$ cat config.mk
export PLATFORM = sky130hd
export DESIGN_NAME = bbfq_div
export DESIGN_NICKNAME = d
export VERILOG_FILES = /design/src/rtl/bbfq_pkg.sv /design/src/rtl/bbfq_div.sv
export VERILOG_INCLUDE_DIRS = /design/src /design/src/rtl
export SDC_FILE = /design/constraint.sdc
export NUM_CORES = 1
export LEC_CHECK = 0
export BUFFER_PORTS_ARGS = -buffer_cell sky130_fd_sc_hd__clkbuf_2
export CORE_AREA = 10 10 137 139
export CTS_CLUSTER_DIAMETER = 80
export CTS_CLUSTER_SIZE = 40
export DETAILED_ROUTE_END_ITERATION = 8
export DIE_AREA = 0 0 147 149
export PLACE_DENSITY = 0.75
export SLEW_MARGIN = 20
export SYNTH_ARGS = -nofsm -noshare
export SYNTH_HDL_FRONTEND = slang
export SYNTH_SLANG_ARGS = --single-unit
$ cat constraint.sdc
create_clock -name clk_i -period 11.1 [get_ports clk_i]
set_input_delay 1.665 -clock clk_i [delete_from_list [all_inputs] [get_ports clk_i]]
set_output_delay 1.665 -clock clk_i [all_outputs]
set_load 0.1 [all_outputs]
$ cat src/rtl/box_blur_frame_query_defines.svh
// ----------------------------------------------------------------------------
// box_blur_frame_query_defines
// Assertion macros shared by the box blur frame query RTL.
// ----------------------------------------------------------------------------
`ifndef BOX_BLUR_FRAME_QUERY_DEFINES_SVH
`define BOX_BLUR_FRAME_QUERY_DEFINES_SVH

// same-cycle implication, sampled on clk_i, off during reset
`define BBFQ_ASSERT_IMPL(lbl, ante, cons, msg) \
  lbl: assert property (@(posedge clk_i) disable iff (!rst_ni) (ante) |-> (cons)) \
    else $error(msg);

// next-cycle implication, sampled on clk_i, off during reset
`define BBFQ_ASSERT_NEXT(lbl, ante, cons, msg) \
  lbl: assert property (@(posedge clk_i) disable iff (!rst_ni) (ante) |=> (cons)) \
    else $error(msg);

`endif

$ cat src/rtl/bbfq_pkg.sv
// ----------------------------------------------------------------------------
// bbfq_pkg
// Types, widths and register codes of the box blur frame query block.
// ----------------------------------------------------------------------------
package bbfq_pkg;

  localparam int ChanW  = 8;
  localparam int PixW   = 3 * ChanW;
  localparam int CoordW = 10;
  localparam int CoordMax = (2 ** CoordW) - 1;
  localparam int WinW   = 5;
  localparam int DivW   = 2 * WinW;
  localparam int SumW   = DivW + ChanW;
  localparam int CfgIdxW = 2;
  localparam int CfgDataW = 10;

  localparam int DefMaxWidth  = 512;
  localparam int DefMaxHeight = 512;
  localparam int DefMaxWindow = 31;

  localparam logic [CfgIdxW-1:0] CfgWindowSize  = 2'd0;
  localparam logic [CfgIdxW-1:0] CfgImageWidth  = 2'd1;
  localparam logic [CfgIdxW-1:0] CfgImageHeight = 2'd2;

  localparam logic [WinW-1:0]   RstWindowSize  = 5'd3;
  localparam logic [CoordW-1:0] RstImageWidth  = 10'd512;
  localparam logic [CoordW-1:0] RstImageHeight = 10'd512;

  localparam logic KindWrite = 1'b0;
  localparam logic KindQuery = 1'b1;

  // lane 2 red, lane 1 green, lane 0 blue
  typedef logic [2:0][SumW-1:0]  rgb_sum_t;
  typedef logic [2:0][ChanW-1:0] rgb_pix_t;

endpackage

$ cat src/rtl/bbfq_div.sv
// ----------------------------------------------------------------------------
// bbfq_div
// Three-lane restoring divider with saturation at 255, one quotient bit a cycle.
// ----------------------------------------------------------------------------
`include "box_blur_frame_query_defines.svh"

module bbfq_div (
  input  logic                          clk_i,
  input  logic                          rst_ni,
  input  logic                          start_i,
  input  logic [bbfq_pkg::DivW-1:0]     divisor_i,
  input  bbfq_pkg::rgb_sum_t            sum_i,
  output logic                          done_o,
  output bbfq_pkg::rgb_pix_t            quot_o
);
  import bbfq_pkg::*;

  localparam logic [1:0] DV_IDLE = 2'd0;
  localparam logic [1:0] DV_SAT  = 2'd1;
  localparam logic [1:0] DV_RUN  = 2'd2;

  logic [1:0]      state_q, state_d;
  logic [2:0]      bit_q;
  logic            done_q;
  logic [DivW-1:0] div_q;
  rgb_sum_t        rem_q, rem_d;
  rgb_pix_t        quo_q, res_q;
  logic [2:0]      sat_q, take;
  logic [SumW-1:0] trial;

  always_comb begin
    trial = SumW'(div_q) << bit_q;
    for (int k = 0; k < 3; k++) begin
      take[k]  = ~sat_q[k] && (rem_q[k] >= trial);
      rem_d[k] = take[k] ? rem_q[k] - trial : rem_q[k];
    end
  end

  always_comb begin
    state_d = state_q;
    unique case (state_q)
      DV_IDLE: if (start_i) state_d = DV_SAT;
      DV_SAT:  state_d = DV_RUN;
      DV_RUN:  if (bit_q == '0) state_d = DV_IDLE;
      default: state_d = DV_IDLE;
    endcase
  end

  always_ff @(posedge clk_i or negedge rst_ni) begin
    if (!rst_ni) begin
      state_q <= DV_IDLE;
      bit_q   <= '0;
      done_q  <= 1'b0;
    end else begin
      state_q <= state_d;
      done_q  <= (state_q == DV_RUN) && (bit_q == '0);
      if (state_q == DV_SAT) begin
        bit_q <= 3'd7;
      end else if (state_q == DV_RUN) begin
        bit_q <= bit_q - 3'd1;
      end
    end
  end

  always_ff @(posedge clk_i) begin
    unique case (state_q)
      DV_IDLE: begin
        if (start_i) begin
          rem_q <= sum_i;
          div_q <= divisor_i;
        end
      end
      DV_SAT: begin
        for (int k = 0; k < 3; k++) begin
          sat_q[k] <= rem_q[k] >= SumW'({div_q, 8'b0});
        end
        quo_q <= '0;
      end
      DV_RUN: begin
        rem_q <= rem_d;
        for (int k = 0; k < 3; k++) begin
          quo_q[k][bit_q] <= take[k];
          if (bit_q == '0) begin
            res_q[k] <= sat_q[k] ? {ChanW{1'b1}} : {quo_q[k][ChanW-1:1], take[k]};
          end
        end
      end
      default: ;
    endcase
  end

  assign done_o = done_q;
  assign quot_o = res_q;

  `BBFQ_ASSERT_NEXT(a_div_done, (state_q == DV_RUN) && (bit_q == '0), done_q, "divider missed done")
  `BBFQ_ASSERT_IMPL(a_div_start_idle, start_i, state_q == DV_IDLE, "divider started while busy")
  `BBFQ_ASSERT_NEXT(a_div_sat_run, state_q == DV_SAT, (state_q == DV_RUN) && (bit_q == 3'd7), "divider skipped top bit")

endmodule

# After elaboration in Yosys (flattened, before gate mapping)

Index checks and enable logic that the tools add are counted.

Register bits after elaboration: 121
Input port bits: 67
Output and inout bits: 25
Word-level logic and storage cells: 68

$add $sub $neg: 4
Order comparisons: 8
Eq/ne operators: 7
Shift operators: 1
Muxes and demuxes: 16
Bitwise operators: 3
Reductions and logical operators: 15

Operator list:

| operator                                                           | count |
|---|---|
| greater-or-equal comparator 18 bit                                 | 6 |
| case mux 54 bit (2 select lines)                                   | 1 |
| 2-to-1 mux 18 bit                                                  | 3 |
| 2-to-1 mux 54 bit                                                  | 1 |
| subtractor 18 bit                                                  | 3 |
| case mux 24 bit (2 select lines)                                   | 1 |
| bitwise mux 8 bit                                                  | 3 |
| << shifter 10 x 3 -> 18 bit                                        | 1 |
| != test 2 bit (second input constant)                              | 5 |
| AND reduction 3 bit                                                | 3 |
| 2-to-1 mux 3 bit                                                   | 2 |
| case mux 2 bit (3 select lines)                                    | 1 |
| AND reduction 2 bit                                                | 3 |
| logical AND 1 bit                                                  | 5 |
| < comparator 3 x 4 -> 1 bit (second input constant)                | 1 |
| 2-to-1 mux 2 bit                                                   | 2 |
| nonzero test 2 bit                                                 | 2 |
| demux 1 bit (select 3 bit)                                         | 1 |
| greater-or-equal comparator 3 x 1 -> 1 bit (second input constant) | 1 |
| zero test 3 bit                                                    | 1 |
| NOT 1 bit                                                          | 3 |
| subtractor 3 x 1 -> 3 bit (second input constant)                  | 1 |
| equality test 2 x 1 -> 1 bit (second input constant)               | 1 |
| equality test 2 bit (second input constant)                        | 1 |
| other kinds (2)                                                    | 2 |

# Logic depth before layout (Yosys ltp)

Gate-level depths: netlist (run 1).

Word-level depth: 6
Depth in mapped cells: 15
Gate-level depth less buffers: 12

# Worst setup path before layout (run 1)

No wires, ideal clock.

Kind: reg-to-reg
From: reg bit_q[0]
To: reg rem_q[0] in the netlist's numbering, enable pin
Setup time: 0.399 ns
Arrival: 3.962 ns
Required time: 10.701 ns
Slack: 6.739 ns
Cell stages (with the launch flop): 14
Path buffers: 3
Period minus slack after synthesis: 4.361 ns
Cells stage by stage: dfrtp_1 -> clkbuf_1 -> clkbuf_1 -> nand2_1 -> o21ai_0 -> nor2_1 -> a211oi_1 -> a21oi_1 -> ha_1 -> clkbuf_1 -> nand4_1 -> nor4_1 -> o31ai_1 -> a21oi_1

Longest elaborated chain between the ends: 5

Ends and longest elaborated chain:

| what                                 | line           | RTL |
|---|---|---|
| start: declaration                   | bbfq_div.sv:23 | `logic [2:0] bit_q;` |
| start signal: assignment             | bbfq_div.sv:60 | `bit_q <= bit_q - 3'd1;` |
| << shifter 10 x 3 -> 18 bit          | bbfq_div.sv:32 | `trial = SumW'(div_q) << bit_q;` |
| greater-or-equal comparator 18 bit   | bbfq_div.sv:34 | `take[k] = ~sat_q[k] && (rem_q[k] >= trial);` |
| logical AND 1 bit                    | bbfq_div.sv:34 |  |
| != test 2 bit (no source line)       | --             |  |
| AND reduction 3 bit (no source line) | --             |  |
| end signal: assignment               | bbfq_div.sv:69 | `rem_q <= sum_i;` |
| end signal: assignment               | bbfq_div.sv:80 | `rem_q <= rem_d;` |
| end: declaration                     | bbfq_div.sv:26 | `rgb_sum_t rem_q, rem_d;` |

No other way between the ends.
A chain may end at the register's enable or synchronous reset.

# Worst setup path in the final report (run 1)

From: reg bit_q[1]
To: reg rem_q[8] in the netlist's numbering, enable pin

The elaborated chain is that of the path after synthesis.

==> impl_metrics.yaml, run 1 <==
global_routing:
  grt.total_usage: 0.212
  grt-ovfl-total: 0
  grt_max_degree: 52
  antenna_found_initial: 0
  grt_pass1_wl_um: 37300
  grt_pass1_vias: 7110
layout:
  area_growth_pct: 14.8
  drive_gt1_frac: 0.194
  nNetsFinal: 1118
  n_fill_cell: 1360
  n_antenna_cell: 0
setup_path:
  cp-start-kind: "register"
  cp.required_ps: 11150
  arrival_ps: 4830
  worstSetupPathType: "reg -> reg"
  worstPathMaxFanout: 23
  cp-end-kind: "register"
sta:
  slew_violations: 0
  rsz0062_at_grt: "no"
  setup_tns_ps: 0
  fmax_mhz: 209
  fin_crit_ps: 4780
  finalSetupViolCount: 0
  slew_headroom: 0.305
  finalCritPeriodShare: 0.430
  finClkSkew_ps: 6.98
  tightest_slew_ps: 1040
  hold_viol_final: 0
routing:
  drc_errors: 0
  drtIter0Drc: 630
  routed_via_density: 6.12
  firstDrtPassIters: 5
  ant_nets: 0
  wl_um: 23100
  wl_per_cell_um: 19.4
  via_count: 7311
synth:
  synth_common_cells: "edfxtp_1 (112), ha_1 (87), nor2_1 (65), nand2_1 (64), o21ai_0 (61)"
  ys.flop_type: "edfxtp_1"
  syn_nets: 1034
  synth_cell_types: 70
  synth_edf_count: 112
  synth_top_area_share: 0.387
  async_flop_share: 0.0508
  yosysTopAreaCell: "edfxtp_1"
  yosysSeqAreaShare: 0.404
  synth_area_leaders: "edfxtp_1 (39%), ha_1 (13%), o21ai_0 (3.5%), a21oi_1 (3.5%), nor2_1 (2.8%)"
  synthCells: 877
  avgSynthCellArea_um2: 9.92
  ys_ff_latch: 118
  synth_area_um2: 8700
  yosysMostFrequentCell: "edfxtp_1"
  yosys_warnings: 0
clock_tree:
  clk_pin_slew_ps: 60
  tritoncts: "done"
  postCtsResizedCells: 0
  post_cts_buffers: 0
  htreeDepth: 4
  cts_made_buffers: 17
  cts_sinks: 118
  cts-root-buf: "clkbuf_16"
  clk_latency_ps: 430
  cts_hold_buf: 0
  cts.path.max_buffers: 2
floorplan:
  start_util: 0.538
  ios: 92
  rows: 47
  dieArea_um2: 21900
  die_x_um: 147
  fp.dieH_um: 149
  core_area_um2: 16200
status:
  outcome: "complete, no violations"
min_path:
  hold_path_class: "reg -> reg"
placement:
  port_buffers: 91
  gp_routability_congestion: 0.930
  place.detailed.hpwl_um: 17500
job:
  maxCapViolCount: 0
==> per-stage QoR <==
| step | hold WS [ps] | instances | instance area (µm²) | utilization | setup WS, ps |
|---|---|---|---|---|---|
| 4_1_cts | 534 | 1194 | 9980 | 0.617 | 6380 |
| 3_3_place_gp | 516 | 1162 | 9350 | 0.578 | 6560 |
| 6_report | 532 | 1194 | 9990 | 0.618 | 6320 |
| 2_1_floorplan | 507 | 877 | 8700 | - | 6740 |
| 5_1_grt | 545 | 1194 | 9990 | 0.618 | 6010 |
| 3_5_place_dp | 520 | 1162 | 9350 | 0.578 | 6380 |
==> cell usage in the layout, fill, tap and decap left out, types with 5 or more instances in the layout <==
| cell type | Yosys | routed |
|---|---|---|
| a211o_1 | 6 | 6 |
| a211oi_1 | 23 | 23 |
| a21o_1 | 14 | 14 |
| a21oi_1 | 60 | 58 |
| a31oi_1 | 12 | 12 |
| and2_1 | 5 | 5 |
| and3_1 | 6 | 6 |
| clkbuf_16 | 0 | 17 |
| clkbuf_2 | 2 | 91 |
| dfrtp_1 | 6 | 6 |
| edfxtp_1 | 112 | 112 |
| ha_1 | 87 | 86 |
| inv_1 | 36 | 35 |
| mux2_2 | 19 | 19 |
| mux2i_1 | 16 | 16 |
| nand2_1 | 64 | 64 |
| nand2b_1 | 9 | 9 |
| nand3_1 | 32 | 32 |
| nand4_1 | 12 | 12 |
| nor2_1 | 65 | 64 |
| nor2b_1 | 9 | 9 |
| nor3_1 | 18 | 18 |
| nor4_1 | 5 | 5 |
| o2111ai_1 | 8 | 8 |
| o211ai_1 | 9 | 9 |
| o21a_1 | 14 | 14 |
| o21ai_0 | 61 | 61 |
| o21ai_1 | 8 | 8 |
| o21bai_1 | 7 | 7 |
| o311ai_0 | 5 | 5 |
| o31ai_1 | 9 | 9 |
| or2_2 | 22 | 22 |
| or3_1 | 10 | 10 |
| xnor2_1 | 17 | 17 |
| xor2_1 | 8 | 8 |
==> layer usage <==
layer  GRT usage  vias up  share of wire
li1            -     3533              -
met3      0.0501       58          0.062
met5           0        -              0
met4      0.0882        0          0.032
met2       0.342      289           0.47
met1       0.268     3431           0.44
==> cell families (layout without fill, tap and decap cells) <==
kind of cell,after synthesis,in the layout,share of synthesized area
xor gates and xnor gates,25,25,0.0252
AOI/OAI and AO/OA,266,266,0.206
muxes,35,35,0.0430
adders and majority gates,90,90,0.132
and+or+nand+nor,276,276,0.160
buffers and inverters,67,164,0.0296
DFF,118,118,0.404
==> flip-flops by register name, summed over array words and instances (netlist names) <==
signal and flops:
rem_q 54, quot_o 24, quo_q 21, div_q 10, bit_q 3, sat_q 3, state_q 2, done_o 1
==> worst paths after layout <==
| path | slack (ps) | startpoint | endpoint | cells past startpoint |
|---|---|---|---|---|
| worst max-delay path | 6320 | bit_q[1] | rem_q[8] | 9 |
| worst min-delay path | 530 | quo_q[14] | quot_o[14] | 1 |
| worst max register to register | 6320 | bit_q[1] | rem_q[8] | 9 |
| worst min register to register | 530 | quo_q[14] | quot_o[14] | 1 |
| max in group asynchronous | 9860 | rst_ni | bit_q[2] | 1 |
| min in group asynchronous | 1070 | rst_ni | done_o | 1 |
==> cell type report <==
| type | instances | area, µm² | share of cell area |
|---|---|---|---|
| clock inverters | 14 | 199 | 0.0199 |
| clock buffers | 18 | 429 | 0.0430 |
| well taps | 220 | 275 | 0.0275 |
| inverters | 38 | 143 | 0.0143 |
| flip-flops and latches | 118 | 3510 | 0.352 |
| multi-input cells | 692 | 4950 | 0.496 |
| repair buffers | 94 | 478 | 0.0478 |
==> critical path, stage by stage, from the launching register on <==
cell and delay [ps]:
dfrtp_1 760, clkinv_1 450, and2_1 250, a31oi_1 230, a22oi_1 210, ha_1 500
nand4_1 200, nor4_1 780, o31ai_1 180, a21oi_2 820
Power of run 1 is left out: the tool's default activity adds up to more than one toggle a clock period on the data nets, which glitch-free logic cannot reach.
==> run 2, diff against run 1 <==
Clock period 11.1 ns to 4.45 ns, I/O delays scaled along.
==> run 2 against run 1 <==
Against the previous run:
- hold slack got worse by 460 ps
- design area is 0.13% higher
- flip-flop and latch count unchanged
- die area is the same
- maximum frequency grew 18%
- wire length shrank 2.1%
- global-route usage fell by 0.74 points
- final cell count rose by 0.67%
- via count is 1.5% lower
==> impl_metrics.yaml, run 2 (same netlist as run 1, synthesis figures left out) <==
status:
  outcome: "complete, no violations"
clock_tree:
  cts.path.max_buffers: 2
  clk_pin_slew_ps: 60
  post_cts_buffers: 0
  cts-root-buf: "clkbuf_16"
  clk_latency_ps: 420
  cts_made_buffers: 17
  postCtsResizedCells: 0
  cts_hold_buf: 0
  htreeDepth: 4
  cts_sinks: 118
  tritoncts: "done"
setup_path:
  r2r_slack_ps: 410
  path_cells: "buf_4 -> mux2i_1 -> and2_1 -> a31oi_1 -> mux2i_1 -> ha_1 -> nand4_2 -> a211oi_2 -> o41ai_4 -> a21oi_4 -> o21ai_0 -> a21oi_1 -> buf_4"
  slowest_stage: "dfrtp_1"
  rr_endpoint: "rem_q[36]"
  worstPathMaxFanout: 18
  cp_slowest_stage_delay_ps: 520
  worstSetupPathType: "reg -> reg"
  cp-end-kind: "register"
  reg2reg_depth: 13
  regToRegStartpoint: "bit_q[0]"
  cp.required_ps: 4560
  arrival_ps: 4150
  cp-start-kind: "register"
placement:
  place.detailed.hpwl_um: 17400
  post-place-cells: 1170
  gp_routability_congestion: 0.925
  port_buffers: 91
layout:
  multi_input_area_um2: 4940
  drive_gt1_frac: 0.201
  n_fill_cell: 1346
  seq_area_um2: 3510
  final_common_cell: "edfxtp_1"
  layout.cells.non_filler: 1202
  largest_register_ffs: 54
  final_cell_mix: "edfxtp_1 (112), clkbuf_2 (91), ha_1 (86), nor2_1 (64), nand2_1 (64)"
  largest-register: "rem_q"
  nNetsFinal: 1126
  n_antenna_cell: 0
  area_growth_pct: 15.0
global_routing:
  grt-busiest-layer: "met2"
  grt_pass1_wl_um: 35900
  grt-ovfl-total: 0
  grt.total_usage: 0.204
  grt_pass1_vias: 6944
  grt_util_met3: 0.0510
  gr-usage-met2: 0.339
  grt_max_degree: 43
  antenna_found_initial: 0
  use_met1: 0.254
routing:
  ant_nets: 0
  via_count: 7200
  wl_per_cell_um: 18.8
  routed_via_density: 5.99
  drtIter0Drc: 580
  firstDrtPassIters: 6
  drc_errors: 0
  wl_um: 22600
sta:
  finalCritPeriodShare: 0.908
  finalSetupViolCount: 0
  hold_viol_final: 0
  fmax_mhz: 248
  fin_crit_ps: 4040
  finClkSkew_ps: 8.58
  tightest_slew_ps: 1010
  hold-worst-slack_ps: 75.3
  slew_headroom: 0.327
  rsz0062_at_grt: "no"
  setup_tns_ps: 0
  slew_violations: 0
min_path:
  hold_path_class: "in -> async"
floorplan:
  start_util: 0.538
  die_x_um: 147
  ios: 92
  dieArea_um2: 21900
  fp.dieH_um: 149
  core_area_um2: 16200
  rows: 47
job:
  maxCapViolCount: 0
-- run 2: area by class of cell --
| class | count | area share |
|---|---|---|
| clock buffers | 17 | 0.0425 |
| multi-input cells | 692 | 0.494 |
| well taps | 220 | 0.0275 |
| inverters | 38 | 0.0143 |
| clock inverters | 15 | 0.0155 |
| repair buffers | 102 | 0.0550 |
| flip-flops and latches | 118 | 0.351 |
-- run 2: worst max-delay path by stage --
stage                     slack, ps  startpoint  depth (start not counted)   endpoint
after floorplan                  90    bit_q[0]                         13   rem_q[0]
after global placement          670    div_q[9]                         12  rem_q[37]
after detailed placement        470    bit_q[0]                         12  rem_q[36]
after CTS                       460    bit_q[0]                         13  rem_q[36]
after global routing            130    bit_q[0]                         12  rem_q[37]
final                           410    bit_q[0]                         13  rem_q[36]
-- run 2: through the flow --
stage	cell area, µm²	util	setup WS (ps)
after global routing	10000	0.619	130
final	10000	0.619	410
after global placement	9420	0.583	673
after detailed placement	9420	0.583	471
after floorplan	8700	-	88.8
after CTS	10000	0.619	455
-- run 2: worst max-delay path: cells and delay by family, from the launching register on --
kind	cells	cell delay, ps
compound gates	6	1440
simple gates	2	390
buf+inv	2	530
fa+ha+maj	1	490
mux	2	330
flops	1	520
-- run 2: per-layer routing --
layer  routed length, µm  vias up  part of all wire
met4                 692        0             0.031
met3                1590       55             0.070
met2               10600      290              0.47
met1                9710     3309              0.43
met5                   0        -                 0
li1                    -     3546                 -
Power of run 2 is left out for the same reason.
